$ cat config.mk
export PLATFORM = sky130hd
export DESIGN_NAME = go_back_n_sender_window_flat
export DESIGN_NICKNAME = d
export VERILOG_FILES = /design/src/hw/rtl/gbn_pkg.sv /design/src/hw/rtl/gbn_if.sv /design/src/hw/rtl/go_back_n_sender_window.sv /design/src/hw/rtl/gbn_ctrl.sv /design/src/hw/rtl/gbn_dpath.sv /design/src/flat_wrapper.sv
export SDC_FILE = /design/constraint.sdc
export NUM_CORES = 2
export LEC_CHECK = 0
export ABC_AREA = 1
export BUFFER_PORTS_ARGS = -buffer_cell sky130_fd_sc_hd__buf_2
export CORE_ASPECT_RATIO = 0.8
export CORE_MARGIN = 8
export CORE_UTILIZATION = 40
export DETAILED_ROUTE_END_ITERATION = 10
export GPL_ROUTABILITY_DRIVEN = 0
export GPL_TIMING_DRIVEN = 0
export PLACE_DENSITY_LB_ADDON = 0.3
export SETUP_SLACK_MARGIN = 0.1
export SLEW_MARGIN = 30
export SYNTH_ARGS = -nofsm -noshare
export SYNTH_HDL_FRONTEND = slang
export SYNTH_HIERARCHICAL = 1
export SYNTH_SLANG_ARGS = --single-unit
$ cat constraint.sdc
create_clock -name clk -period 26.1 [get_ports clk]
set_clock_uncertainty 0.1 [all_clocks]
set_input_delay 2.61 -clock clk [delete_from_list [all_inputs] [get_ports clk]]
set_output_delay 2.61 -clock clk [all_outputs]
set_load 0.005 [all_outputs]
$ cat src/hw/rtl/gbn_pkg.sv
// ----------------------------------------------------------------------------
// gbn_pkg
// Shared types, constants and helpers for the go-back-N sender window.
// ----------------------------------------------------------------------------
package gbn_pkg;

    // Default structural parameters
    localparam int GBN_WINDOW_MAX = 32;
    localparam int GBN_SEQ_BITS   = 24;

    // Fixed field widths of the channels
    localparam int SEQ_W      = 24;
    localparam int CNT_W      = 24;
    localparam int TIME_W     = 32;
    localparam int WLIM_W     = 6;
    localparam int TMO_W      = 16;
    localparam int CFG_IDX_W  = 2;
    localparam int CFG_DATA_W = 24;

    localparam logic [CNT_W-1:0] CNT_MAX = {CNT_W{1'b1}};

    // Configuration register indexes
    localparam logic [CFG_IDX_W-1:0] CFG_TOTAL   = 2'd0;
    localparam logic [CFG_IDX_W-1:0] CFG_WINDOW  = 2'd1;
    localparam logic [CFG_IDX_W-1:0] CFG_TIMEOUT = 2'd2;

    // Configuration reset values
    localparam logic [CNT_W-1:0]  TOTAL_RST   = 24'd100000;
    localparam logic [WLIM_W-1:0] WINDOW_RST  = 6'd32;
    localparam logic [TMO_W-1:0]  TIMEOUT_RST = 16'd100;

    // Result kinds
    typedef enum logic [1:0] {
        KIND_NEW    = 2'd0,
        KIND_RESEND = 2'd1,
        KIND_STATUS = 2'd2
    } kind_t;

    // One result item
    typedef struct packed {
        kind_t             kind;
        logic [SEQ_W-1:0]  seq_out;
        logic [SEQ_W-1:0]  window_base;
        logic [CNT_W-1:0]  sent_total;
        logic [CNT_W-1:0]  acked_total;
        logic [CNT_W-1:0]  resent_total;
        logic              done_res;
        logic              last;
    } res_t;

    // Which slot the acknowledge-mark read port looks at
    typedef enum logic [1:0] {
        MSEL_ACK  = 2'd0,
        MSEL_BASE = 2'd1,
        MSEL_WALK = 2'd2
    } mark_sel_t;

    // Controller states
    typedef enum logic [3:0] {
        ST_IDLE,
        ST_ACK_MARK,
        ST_SLIDE,
        ST_SEND,
        ST_STAMP_WAIT,
        ST_TIMEOUT,
        ST_RESEND,
        ST_END,
        ST_STATUS,
        ST_FINAL
    } state_t;

    // Commands from controller to datapath
    typedef struct packed {
        logic      load;
        logic      ack_mark;
        logic      slide;
        logic      send;
        logic      walk_start;
        logic      walk_step;
        logic      resend;
        logic      emit_status;
        logic      final_push;
        mark_sel_t mark_sel;
    } gbn_cmd_t;

    // Status from datapath to controller
    typedef struct packed {
        logic ack_in_range;
        logic mark_bit;
        logic slide_ok;
        logic send_ok;
        logic done;
        logic timed_out;
        logic walk_more;
        logic emit_ok;
        logic out_free;
        logic pend_valid;
    } gbn_stat_t;

    // Counter increment that holds at full scale
    function automatic logic [CNT_W-1:0] sat_inc(input logic [CNT_W-1:0] v);
        return (v == CNT_MAX) ? v : v + CNT_W'(1);
    endfunction

endpackage

$ cat src/hw/rtl/gbn_if.sv
// ----------------------------------------------------------------------------
// gbn channel interfaces
// Valid/ready channels for input items, result items and register writes.
// ----------------------------------------------------------------------------
interface gbn_req_if import gbn_pkg::*; ();
    logic             valid;
    logic             ready;
    logic             mode;
    logic [SEQ_W-1:0] ack_seq;

    modport source (output valid, output mode, output ack_seq, input ready);
    modport sink   (input valid, input mode, input ack_seq, output ready);
endinterface

interface gbn_res_if import gbn_pkg::*; ();
    logic             valid;
    logic             ready;
    kind_t            kind;
    logic [SEQ_W-1:0] seq_out;
    logic [SEQ_W-1:0] window_base;
    logic [CNT_W-1:0] sent_total;
    logic [CNT_W-1:0] acked_total;
    logic [CNT_W-1:0] resent_total;
    logic             done_res;
    logic             last;

    modport source (output valid, output kind, output seq_out, output window_base,
                    output sent_total, output acked_total, output resent_total,
                    output done_res, output last, input ready);
    modport sink   (input valid, input kind, input seq_out, input window_base,
                    input sent_total, input acked_total, input resent_total,
                    input done_res, input last, output ready);
endinterface

interface gbn_cfg_if import gbn_pkg::*; ();
    logic                  valid;
    logic                  ready;
    logic [CFG_IDX_W-1:0]  index;
    logic [CFG_DATA_W-1:0] data;

    modport source (output valid, output index, output data, input ready);
    modport sink   (input valid, input index, input data, output ready);
endinterface

$ cat src/hw/rtl/go_back_n_sender_window.sv
// ----------------------------------------------------------------------------
// go_back_n_sender_window: one item in flight; an ack marks its entry and slides
// the base (an out-of-window ack gives a status-only result), a tick sends new
// packets, checks the timeout and resends the window, and each item ends with a
// closing result. The next item is taken in the cycle after the closing result;
// result stalls hold the sequence. Async active-low reset empties the window,
// clears the marks, counters and time, and loads the register defaults.
// ----------------------------------------------------------------------------
module go_back_n_sender_window import gbn_pkg::*;
#(
    parameter int WINDOW_MAX = GBN_WINDOW_MAX,
    parameter int SEQ_BITS   = GBN_SEQ_BITS
)
(
    input  logic      clk,
    input  logic      rst_n,
    gbn_req_if.sink   req,
    gbn_res_if.source res,
    gbn_cfg_if.sink   cfg
);

    gbn_cmd_t  cmd;
    gbn_stat_t stat;
    logic      in_ready;

    assign req.ready = in_ready;

    // Item sequencer
    gbn_ctrl u_ctrl
    (
        .clk      (clk),
        .rst_n    (rst_n),
        .in_valid (req.valid),
        .in_mode  (req.mode),
        .in_ready (in_ready),
        .stat     (stat),
        .cmd      (cmd)
    );

    // Window datapath
    gbn_dpath #(
        .WINDOW_MAX (WINDOW_MAX),
        .SEQ_BITS   (SEQ_BITS)
    ) u_dpath
    (
        .clk        (clk),
        .rst_n      (rst_n),
        .in_mode    (req.mode),
        .in_ack_seq (req.ack_seq),
        .cmd        (cmd),
        .stat       (stat),
        .res        (res),
        .cfg        (cfg)
    );

    // A new item never starts over a staged result
    a_accept_clean: assert property (@(posedge clk) disable iff (!rst_n)
        (req.valid && req.ready) |-> !stat.pend_valid)
        else $error("input accepted while a result is still staged");

    // At most one result is produced per cycle
    a_one_emit: assert property (@(posedge clk) disable iff (!rst_n)
        $onehot0({cmd.send, cmd.resend, cmd.emit_status, cmd.final_push}))
        else $error("more than one result produced in a cycle");

    // The closing transfer only moves a staged result into a free output
    a_final_ok: assert property (@(posedge clk) disable iff (!rst_n)
        cmd.final_push |-> (stat.pend_valid && stat.out_free))
        else $error("final result pushed without a staged result or free output");

    // A new packet is issued only while the window has room
    a_send_room: assert property (@(posedge clk) disable iff (!rst_n)
        cmd.send |-> (stat.send_ok && !stat.done))
        else $error("new packet issued outside the window");

endmodule

$ cat src/hw/rtl/gbn_ctrl.sv
// ----------------------------------------------------------------------------
// gbn_ctrl
// Sequencer for one input item: ack mark and base slide, or tick send,
// timeout check and window resend walk, then the closing result.
// ----------------------------------------------------------------------------
module gbn_ctrl import gbn_pkg::*;
(
    input  logic      clk,
    input  logic      rst_n,
    input  logic      in_valid,
    input  logic      in_mode,
    output logic      in_ready,
    input  gbn_stat_t stat,
    output gbn_cmd_t  cmd
);

    state_t state_reg;
    state_t state_next;

    // State register
    always_ff @(posedge clk or negedge rst_n)
    begin
        if (!rst_n)
        begin
            state_reg <= ST_IDLE;
        end
        else
        begin
            state_reg <= state_next;
        end
    end

    // Next state
    always_comb
    begin
        state_next = state_reg;
        case (state_reg)
            ST_IDLE:
            begin
                if (in_valid)
                begin
                    state_next = in_mode ? ST_ACK_MARK : ST_SEND;
                end
            end
            ST_ACK_MARK:
            begin
                state_next = stat.ack_in_range ? ST_SLIDE : ST_STATUS;
            end
            ST_SLIDE:
            begin
                if (!(stat.slide_ok && stat.mark_bit))
                begin
                    state_next = ST_STATUS;
                end
            end
            ST_SEND:
            begin
                if (stat.done)
                begin
                    state_next = ST_END;
                end
                else if (!stat.send_ok)
                begin
                    state_next = ST_STAMP_WAIT;
                end
            end
            ST_STAMP_WAIT:
            begin
                state_next = ST_TIMEOUT;
            end
            ST_TIMEOUT:
            begin
                state_next = stat.timed_out ? ST_RESEND : ST_END;
            end
            ST_RESEND:
            begin
                if (!stat.walk_more)
                begin
                    state_next = ST_END;
                end
            end
            ST_END:
            begin
                state_next = stat.pend_valid ? ST_FINAL : ST_STATUS;
            end
            ST_STATUS:
            begin
                if (stat.emit_ok)
                begin
                    state_next = ST_FINAL;
                end
            end
            ST_FINAL:
            begin
                if (stat.out_free)
                begin
                    state_next = ST_IDLE;
                end
            end
            default:
            begin
                state_next = ST_IDLE;
            end
        endcase
    end

    // Command outputs
    always_comb
    begin
        in_ready = 1'b0;
        cmd      = '0;
        cmd.mark_sel = MSEL_BASE;
        case (state_reg)
            ST_IDLE:
            begin
                in_ready = 1'b1;
                cmd.load = in_valid;
            end
            ST_ACK_MARK:
            begin
                cmd.mark_sel = MSEL_ACK;
                cmd.ack_mark = stat.ack_in_range;
            end
            ST_SLIDE:
            begin
                cmd.mark_sel = MSEL_BASE;
                cmd.slide    = stat.slide_ok && stat.mark_bit;
            end
            ST_SEND:
            begin
                cmd.send = !stat.done && stat.send_ok && stat.emit_ok;
            end
            ST_TIMEOUT:
            begin
                cmd.walk_start = stat.timed_out;
            end
            ST_RESEND:
            begin
                cmd.mark_sel = MSEL_WALK;
                if (stat.walk_more)
                begin
                    if (stat.mark_bit)
                    begin
                        cmd.walk_step = 1'b1;
                    end
                    else if (stat.emit_ok)
                    begin
                        cmd.resend    = 1'b1;
                        cmd.walk_step = 1'b1;
                    end
                end
            end
            ST_STATUS:
            begin
                cmd.emit_status = stat.emit_ok;
            end
            ST_FINAL:
            begin
                cmd.final_push = stat.out_free;
            end
            default:
            begin
                in_ready = 1'b0;
            end
        endcase
    end

endmodule

$ cat src/hw/rtl/gbn_dpath.sv
// ----------------------------------------------------------------------------
// gbn_dpath
// Window registers, acknowledge marks, send stamp memory, counters,
// configuration registers and the two-deep result staging.
// ----------------------------------------------------------------------------
module gbn_dpath import gbn_pkg::*;
#(
    parameter int WINDOW_MAX = GBN_WINDOW_MAX,
    parameter int SEQ_BITS   = GBN_SEQ_BITS
)
(
    input  logic             clk,
    input  logic             rst_n,
    input  logic             in_mode,
    input  logic [SEQ_W-1:0] in_ack_seq,
    input  gbn_cmd_t         cmd,
    output gbn_stat_t        stat,
    gbn_res_if.source        res,
    gbn_cfg_if.sink          cfg
);

    localparam int SLOT_W = $clog2(WINDOW_MAX);
    localparam int CMP_W  = (SEQ_BITS > CNT_W) ? SEQ_BITS : CNT_W;
    localparam logic [SLOT_W-1:0] SLOT_LAST = SLOT_W'(WINDOW_MAX - 1);
    localparam logic [SLOT_W:0]   SLOT_SPAN = (SLOT_W + 1)'(WINDOW_MAX);
    localparam logic [CMP_W-1:0]  SEQ_TOP   = CMP_W'({SEQ_BITS{1'b1}});

    // Configuration registers
    logic [CNT_W-1:0]  total_reg;
    logic [WLIM_W-1:0] wlim_reg;
    logic [TMO_W-1:0]  tmo_reg;

    // Window state
    logic [SEQ_BITS-1:0] base_reg, base_next;
    logic [SEQ_BITS-1:0] next_reg, next_next;
    logic [SLOT_W-1:0]   base_slot_reg, base_slot_next;
    logic [SLOT_W-1:0]   next_slot_reg, next_slot_next;
    logic [WINDOW_MAX-1:0] marks_reg, marks_next;
    logic [TIME_W-1:0]   now_reg, now_next;
    logic [CNT_W-1:0]    sent_reg, sent_next;
    logic [CNT_W-1:0]    acked_reg, acked_next;
    logic [CNT_W-1:0]    resent_reg, resent_next;

    // Item and walk payload
    logic [SEQ_BITS-1:0] ack_reg;
    logic [SEQ_BITS-1:0] q_reg;
    logic [SLOT_W-1:0]   q_slot_reg;

    // Send stamp memory
    logic [TIME_W-1:0] stamp_mem [WINDOW_MAX];
    logic [TIME_W-1:0] stamp_rd_reg;
    logic              stamp_we;
    logic [SLOT_W-1:0] stamp_waddr;

    // Result staging
    res_t pend_reg, pend_next;
    logic pend_valid_reg, pend_valid_next;
    res_t out_reg, out_next;
    logic out_valid_reg, out_valid_next;

    // Derived values
    logic [SEQ_BITS-1:0] tot;
    logic [CMP_W-1:0]    tot_ext;
    logic [WLIM_W-1:0]   lim;
    logic [SEQ_BITS-1:0] outstanding;
    logic [SEQ_BITS-1:0] ack_dist;
    logic [SLOT_W:0]     ack_sum;
    logic [SLOT_W-1:0]   ack_slot;
    logic [SLOT_W-1:0]   mark_addr;
    logic                mark_bit;
    logic [TIME_W-1:0]   elapsed;
    logic                out_free;
    logic                emit_ok;
    logic                emit;
    res_t                new_res;

    function automatic logic [SLOT_W-1:0] slot_inc(input logic [SLOT_W-1:0] s);
        return (s == SLOT_LAST) ? '0 : s + SLOT_W'(1);
    endfunction

    // Always take register writes
    assign cfg.ready = 1'b1;

    always_ff @(posedge clk or negedge rst_n)
    begin
        if (!rst_n)
        begin
            total_reg <= TOTAL_RST;
            wlim_reg  <= WINDOW_RST;
            tmo_reg   <= TIMEOUT_RST;
        end
        else if (cfg.valid)
        begin
            case (cfg.index)
                CFG_TOTAL:   total_reg <= cfg.data[CNT_W-1:0];
                CFG_WINDOW:  wlim_reg  <= cfg.data[WLIM_W-1:0];
                CFG_TIMEOUT: tmo_reg   <= cfg.data[TMO_W-1:0];
                default:     total_reg <= total_reg;
            endcase
        end
    end

    // Cap the total at the sequence space, clamp the window limit
    always_comb
    begin
        tot_ext = CMP_W'(total_reg);
        tot     = SEQ_BITS'((tot_ext > SEQ_TOP) ? SEQ_TOP : tot_ext);
        lim     = wlim_reg;
        if (wlim_reg == '0)
        begin
            lim = WLIM_W'(1);
        end
        else if (wlim_reg > WLIM_W'(WINDOW_MAX))
        begin
            lim = WLIM_W'(WINDOW_MAX);
        end
    end

    // Window tests
    assign outstanding = next_reg - base_reg;
    assign ack_dist    = ack_reg - base_reg;
    assign ack_sum     = {1'b0, base_slot_reg} + {1'b0, ack_dist[SLOT_W-1:0]};
    assign ack_slot    = (ack_sum >= SLOT_SPAN) ? SLOT_W'(ack_sum - SLOT_SPAN)
                                                : ack_sum[SLOT_W-1:0];

    // Single read port on the acknowledge marks
    always_comb
    begin
        case (cmd.mark_sel)
            MSEL_ACK:  mark_addr = ack_slot;
            MSEL_BASE: mark_addr = base_slot_reg;
            MSEL_WALK: mark_addr = q_slot_reg;
            default:   mark_addr = base_slot_reg;
        endcase
    end
    assign mark_bit = marks_reg[mark_addr];

    assign elapsed  = now_reg - stamp_rd_reg;
    assign out_free = !out_valid_reg || res.ready;
    assign emit_ok  = !pend_valid_reg || out_free;
    assign emit     = cmd.send || cmd.resend || cmd.emit_status;

    always_comb
    begin
        stat.ack_in_range = (ack_reg >= base_reg) && (ack_reg < next_reg);
        stat.mark_bit     = mark_bit;
        stat.slide_ok     = base_reg < next_reg;
        stat.send_ok      = (next_reg < tot) && (outstanding < SEQ_BITS'(lim));
        stat.done         = base_reg >= tot;
        stat.timed_out    = (base_reg < next_reg) && (elapsed >= TIME_W'(tmo_reg));
        stat.walk_more    = q_reg < next_reg;
        stat.emit_ok      = emit_ok;
        stat.out_free     = out_free;
        stat.pend_valid   = pend_valid_reg;
    end

    // Window and counter updates
    always_comb
    begin
        base_next      = base_reg;
        base_slot_next = base_slot_reg;
        next_next      = next_reg;
        next_slot_next = next_slot_reg;
        marks_next     = marks_reg;
        now_next       = now_reg;
        sent_next      = sent_reg;
        acked_next     = acked_reg;
        resent_next    = resent_reg;

        // Advance time on a tick
        if (cmd.load && !in_mode)
        begin
            now_next = now_reg + TIME_W'(1);
        end
        // Mark an acknowledged entry once
        if (cmd.ack_mark && !mark_bit)
        begin
            marks_next[ack_slot] = 1'b1;
            acked_next           = sat_inc(acked_reg);
        end
        // Slide the base over an acknowledged entry
        if (cmd.slide)
        begin
            base_next      = base_reg + SEQ_BITS'(1);
            base_slot_next = slot_inc(base_slot_reg);
        end
        // Issue a new sequence number
        if (cmd.send)
        begin
            marks_next[next_slot_reg] = 1'b0;
            sent_next      = sat_inc(sent_reg);
            next_next      = next_reg + SEQ_BITS'(1);
            next_slot_next = slot_inc(next_slot_reg);
        end
        if (cmd.resend)
        begin
            resent_next = sat_inc(resent_reg);
        end
    end

    always_ff @(posedge clk or negedge rst_n)
    begin
        if (!rst_n)
        begin
            base_reg      <= '0;
            base_slot_reg <= '0;
            next_reg      <= '0;
            next_slot_reg <= '0;
            marks_reg     <= '0;
            now_reg       <= '0;
            sent_reg      <= '0;
            acked_reg     <= '0;
            resent_reg    <= '0;
        end
        else
        begin
            base_reg      <= base_next;
            base_slot_reg <= base_slot_next;
            next_reg      <= next_next;
            next_slot_reg <= next_slot_next;
            marks_reg     <= marks_next;
            now_reg       <= now_next;
            sent_reg      <= sent_next;
            acked_reg     <= acked_next;
            resent_reg    <= resent_next;
        end
    end

    // Latch the acknowledged number, step the resend walk
    always_ff @(posedge clk)
    begin
        if (cmd.load)
        begin
            ack_reg <= SEQ_BITS'(in_ack_seq);
        end
        if (cmd.walk_start)
        begin
            q_reg      <= base_reg;
            q_slot_reg <= base_slot_reg;
        end
        else if (cmd.walk_step)
        begin
            q_reg      <= q_reg + SEQ_BITS'(1);
            q_slot_reg <= slot_inc(q_slot_reg);
        end
    end

    // Stamp memory: one write port, registered read at the base slot
    assign stamp_we    = cmd.send || cmd.resend;
    assign stamp_waddr = cmd.send ? next_slot_reg : q_slot_reg;

    always_ff @(posedge clk)
    begin
        if (stamp_we)
        begin
            stamp_mem[stamp_waddr] <= now_reg;
        end
        stamp_rd_reg <= stamp_mem[base_slot_reg];
    end

    // Build the result with the state right after its action
    always_comb
    begin
        new_res.kind         = KIND_STATUS;
        new_res.seq_out      = '0;
        if (cmd.send)
        begin
            new_res.kind    = KIND_NEW;
            new_res.seq_out = SEQ_W'(next_reg);
        end
        else if (cmd.resend)
        begin
            new_res.kind    = KIND_RESEND;
            new_res.seq_out = SEQ_W'(q_reg);
        end
        new_res.window_base  = SEQ_W'(base_next);
        new_res.sent_total   = sent_next;
        new_res.acked_total  = acked_next;
        new_res.resent_total = resent_next;
        new_res.done_res     = base_next >= tot;
        new_res.last         = 1'b0;
    end

    // Staging: hold one result until it is known whether another follows
    always_comb
    begin
        pend_next       = pend_reg;
        pend_valid_next = pend_valid_reg;
        out_next        = out_reg;
        out_valid_next  = out_valid_reg && !res.ready;

        if (emit)
        begin
            pend_next       = new_res;
            pend_valid_next = 1'b1;
            if (pend_valid_reg)
            begin
                out_next       = pend_reg;
                out_valid_next = 1'b1;
            end
        end
        else if (cmd.final_push)
        begin
            out_next        = pend_reg;
            out_next.last   = 1'b1;
            out_valid_next  = 1'b1;
            pend_valid_next = 1'b0;
        end
    end

    always_ff @(posedge clk or negedge rst_n)
    begin
        if (!rst_n)
        begin
            pend_valid_reg <= 1'b0;
            out_valid_reg  <= 1'b0;
        end
        else
        begin
            pend_valid_reg <= pend_valid_next;
            out_valid_reg  <= out_valid_next;
        end
    end

    always_ff @(posedge clk)
    begin
        pend_reg <= pend_next;
        out_reg  <= out_next;
    end

    // Drive the result channel from the output register
    assign res.valid        = out_valid_reg;
    assign res.kind         = out_reg.kind;
    assign res.seq_out      = out_reg.seq_out;
    assign res.window_base  = out_reg.window_base;
    assign res.sent_total   = out_reg.sent_total;
    assign res.acked_total  = out_reg.acked_total;
    assign res.resent_total = out_reg.resent_total;
    assign res.done_res     = out_reg.done_res;
    assign res.last         = out_reg.last;

endmodule
$ cat src/flat_wrapper.sv
// flat-port wrapper written by rule: the top's interface ports become plain ports
module go_back_n_sender_window_flat import gbn_pkg::*;
#(
    parameter int WINDOW_MAX = GBN_WINDOW_MAX,
    parameter int SEQ_BITS   = GBN_SEQ_BITS
)
  (clk, rst_n, req_valid, req_mode, req_ack_seq, req_ready, res_valid, res_kind, res_seq_out, res_window_base, res_sent_total, res_acked_total, res_resent_total, res_done_res, res_last, res_ready, cfg_valid, cfg_index, cfg_data, cfg_ready);
  gbn_req_if req_i ();
  gbn_res_if res_i ();
  gbn_cfg_if cfg_i ();
  input  logic clk;
  input  logic rst_n;
  input wire logic [$bits(req_i.valid)-1:0] req_valid;
  input wire logic [$bits(req_i.mode)-1:0] req_mode;
  input wire logic [$bits(req_i.ack_seq)-1:0] req_ack_seq;
  output wire logic [$bits(req_i.ready)-1:0] req_ready;
  output wire logic [$bits(res_i.valid)-1:0] res_valid;
  output wire logic [$bits(res_i.kind)-1:0] res_kind;
  output wire logic [$bits(res_i.seq_out)-1:0] res_seq_out;
  output wire logic [$bits(res_i.window_base)-1:0] res_window_base;
  output wire logic [$bits(res_i.sent_total)-1:0] res_sent_total;
  output wire logic [$bits(res_i.acked_total)-1:0] res_acked_total;
  output wire logic [$bits(res_i.resent_total)-1:0] res_resent_total;
  output wire logic [$bits(res_i.done_res)-1:0] res_done_res;
  output wire logic [$bits(res_i.last)-1:0] res_last;
  input wire logic [$bits(res_i.ready)-1:0] res_ready;
  input wire logic [$bits(cfg_i.valid)-1:0] cfg_valid;
  input wire logic [$bits(cfg_i.index)-1:0] cfg_index;
  input wire logic [$bits(cfg_i.data)-1:0] cfg_data;
  output wire logic [$bits(cfg_i.ready)-1:0] cfg_ready;
  assign req_i.valid = req_valid;
  assign req_i.mode = req_mode;
  assign req_i.ack_seq = req_ack_seq;
  assign req_ready = req_i.ready;
  assign res_valid = res_i.valid;
  assign res_kind = res_i.kind;
  assign res_seq_out = res_i.seq_out;
  assign res_window_base = res_i.window_base;
  assign res_sent_total = res_i.sent_total;
  assign res_acked_total = res_i.acked_total;
  assign res_resent_total = res_i.resent_total;
  assign res_done_res = res_i.done_res;
  assign res_last = res_i.last;
  assign res_i.ready = res_ready;
  assign cfg_i.valid = cfg_valid;
  assign cfg_i.index = cfg_index;
  assign cfg_i.data = cfg_data;
  assign cfg_ready = cfg_i.ready;
  go_back_n_sender_window #(.WINDOW_MAX(WINDOW_MAX), .SEQ_BITS(SEQ_BITS)) u_core (.clk(clk), .rst_n(rst_n), .req(req_i), .res(res_i), .cfg(cfg_i));
endmodule
==> impl_metrics.csv <==
group,metric,value,unit
power,ir_drop,0.07458,mV
timing,final_max_slew_viol_count,0,
synth,synth-edff-count,1324,
placed_design,place_hpwl,161.8,mm
timing,tightest_slew,1.041,ns
finish,stdcell_area,83050,um^2
timing,final_hold_viol_count,0,
die,core_region_area,176600,um^2
critical_path,endpoint_kind,"flip-flop",
critical_path,crit_family,"simple AND/OR/NAND/NOR gates",
power,power_density,62.13,nW/um^2
synth,yosysUniqueCellTypes,53,
placed_design,dpl-instance-area,77820,um^2
die,die_h,392.9,um
timing,fmax,120.5,MHz
global_route,gr-total-overflow,0,
synth,synth_top_family_by_area,"simple AND/OR/NAND/NOR gates",
drt,wl_per_cell,23.85,um
critical_path,path_common_cell,"nand2_1",
global_route,grt_max_degree,86,
global_route,antenna_found_initial,4,
clocking,clk_latency,0.82,ns
die,start_util,40.22,%
timing,tns,0,ns
synth,synth.top_cell.area_share,55.96,%
critical_path,critPathSlowestCell,"dfrtp_1",
clocking,post_cts_buffers,0,
global_route,grt_pass1_vias,49360,
die,die_w,487.2,um
synth,synth_fa_ha_area_share,4.287,%
clocking,clock-sinks,1602,
clocking,cts.path.max_buffers,3,
timing,slew-limit-headroom,30.41,%
drt,drt-pass1-iter-count,7,
clocking,cts_tree,"done",
placed_design,portBuffers,181,
finish,final_cell_mix,"edfxtp_1 (1324), nand2_1 (929), nor2_1 (826), o21ai_0 (684), inv_1 (534)",
clocking,cts_hold_buf,0,
power,power.switching,1.100,mW
synth,syn_area,71040,um^2
clocking,clk_pin_slew,0.07,ns
synth,synth_area_leaders,"edfxtp_1 (56%), dfrtp_1 (8.3%), nand2_1 (4.9%), o21ai_0 (4.8%), nor2_1 (4.5%)",
synth,synthArstFlopShare,15.36,%
synth,ys_ff_latch,1602,
run_status,outcome,"complete, no violations",
global_route,grt_usage,22.48,%
critical_path,cp_slowest_stage_delay,0.75,ns
drt,num_vias,52910,
power,p_leak,32.48,nW
power,clock_power_share,44.5,%
die,rows,138,
critical_path,crit_buf_inv,12,
finish,syn_to_final_growth,16.90,%
finish,final_common_cell,"edfxtp_1",
timing,grt_setup_unrepaired,"false",
die,die_area,191400,um^2
critical_path,worst-setup-path-type,"flip-flop to flip-flop",
timing,fin_crit_sh,31.79,%
synth,syn_avg_cell_area,11.12,um^2
clocking,htreeDepth,4,
power,power_frac_comb,1.9,%
min_path,hp-class,"flip-flop to flip-flop",
timing,setup_violations,0,
clocking,post_cts_resized,0,
synth,ys_seq_area_share,65.55,%
drt,viasPerCell,5.663,
critical_path,required,26.68,ns
synth,synth_compound_area_share,9.743,%
clocking,numCtsBuffers,157,
finish,fillCellCount,15670,
synth,synthSimpleGateAreaFrac,13.96,%
finish,largest_reg_flops,1024,
synth,syn_inst,6391,
synth,ys_warn_count,6,
synth,synthFlopType,"edfxtp_1",
synth,yosysTopAreaCell,"edfxtp_1",
synth,synth_mux_area_share,0,%
critical_path,worst_ep_arrival_time,8.88,ns
synth,synth_nets,6688,
critical_path,cp-start-kind,"flip-flop",
timing,fin_crit,8.298,ns
run,drv_cap,0,
timing,whs,0.2945,ns
power,power.internal,4.060,mW
clocking,root_buffer,"clkbuf_16",
finish,drive_gt1_share,9.440,%
power,p_seq_share,53.5,%
finish,nNetsFinal,7125,
critical_path,crit_fanout,10,
power,swShare,21.31,%
drt,routed_wl,222.8,mm
synth,synthXorXnorAreaFrac,2.133,%
drt,drc,0,
die,ioPinCount,183,
drt,drt_iter0_markers,7094,
drt,drtAntennaViolNets,0,
global_route,grt_pass1_wl,325.0,mm
-- final timing paths --
| path | from | end | slack (ns) | cells after the start |
|---|---|---|---|---|
| max reg2reg | u_core/u_dpath/base_slot_reg[1] | u_core/u_dpath/pend_reg[1] | 17.80 | 39 |
| max in group asynchronous | rst_n | u_core/u_dpath/resent_reg[23] | 22.76 | 4 |
| max | u_core/u_dpath/base_slot_reg[1] | u_core/u_dpath/pend_reg[1] | 17.80 | 39 |
| min in group asynchronous | rst_n | u_core/u_dpath/now_reg[6] | 1.56 | 1 |
| min | u_core/u_dpath/pend_reg[11] | u_core/u_dpath/res.resent_total[9] | 0.29 | 0 |
| min reg2reg | u_core/u_dpath/pend_reg[11] | u_core/u_dpath/res.resent_total[9] | 0.29 | 0 |
-- metal layers --
metal  routed length (um)  track usage [%]
met4                 7578            7.275
met5                  196                0
met3                27840            6.007
met2                92400            32.36
met1                94820            33.03
-- cells in the mapped netlist, types with 8 or more instances --
cell	number
edfxtp_1	1324
nand2_1	929
nor2_1	859
o21ai_0	685
inv_1	535
nand3_1	268
ha_1	237
dfrtp_1	236
clkbuf_1	222
o22ai_1	182
a21oi_1	176
xor2_1	145
nand4_1	124
o221ai_1	103
nor3_1	81
o211ai_1	44
dfxtp_1	32
xnor2_1	28
nor4_1	26
buf_1	13
nand3b_1	11
or2_2	11
buf_2	10
dfstp_2	10
o21ai_1	8
-- power by group through the flow --
stage / Clock, mW / Sequential (mW) / Combinational [mW]
after global placement: 0 / 2.81 / 0.0944
after floorplan: 0 / 2.81 / 0.0617
after CTS: 2.33 / 2.76 / 0.101
after global routing: 2.43 / 2.76 / 0.115
final: 2.30 / 2.76 / 0.100
after detailed placement: 0 / 2.81 / 0.100
-- final cells by class --
class / count / area (um^2) / area share [%]
inverters: 543 / 2048 / 2.466
clock inverters: 87 / 1062 / 1.279
diodes: 2 / 5.005 / 0.006027
repair buffers: 278 / 3481 / 4.191
clock buffers: 204 / 4155 / 5.004
flip-flops and latches: 1602 / 46610 / 56.12
plain buffers: 256 / 1040 / 1.252
well taps: 2380 / 2978 / 3.586
multi-input cells: 3990 / 21670 / 26.09
-- stage by stage --
stage               utilization [%]  power [mW]  worst slack (ns)  instances
floorplan                         -       2.872             10.81       6391
global placement              42.42       2.909            0.6826       8952
detailed placement            44.05       2.915             17.88       9049
CTS                           47.01       5.190             17.88       9340
global route                  47.01       5.307             17.20       9340
finish                        47.02       5.160             17.80       9342
-- logic make-up (layout without fill, tap and decap cells) --
| group | after synthesis | after routing |
|---|---|---|
| flip-flops | 1602 | 1602 |
| AO/OA/AOI/OAI | 1225 | 1225 |
| other | 1 | 3 |
| AND/OR/NAND/NOR | 2350 | 2350 |
| XOR/XNOR | 173 | 173 |
| buffers and inverters | 799 | 1368 |
| adder cells (fa/ha/maj) | 241 | 241 |
Power figures use the tool's default switching activity.
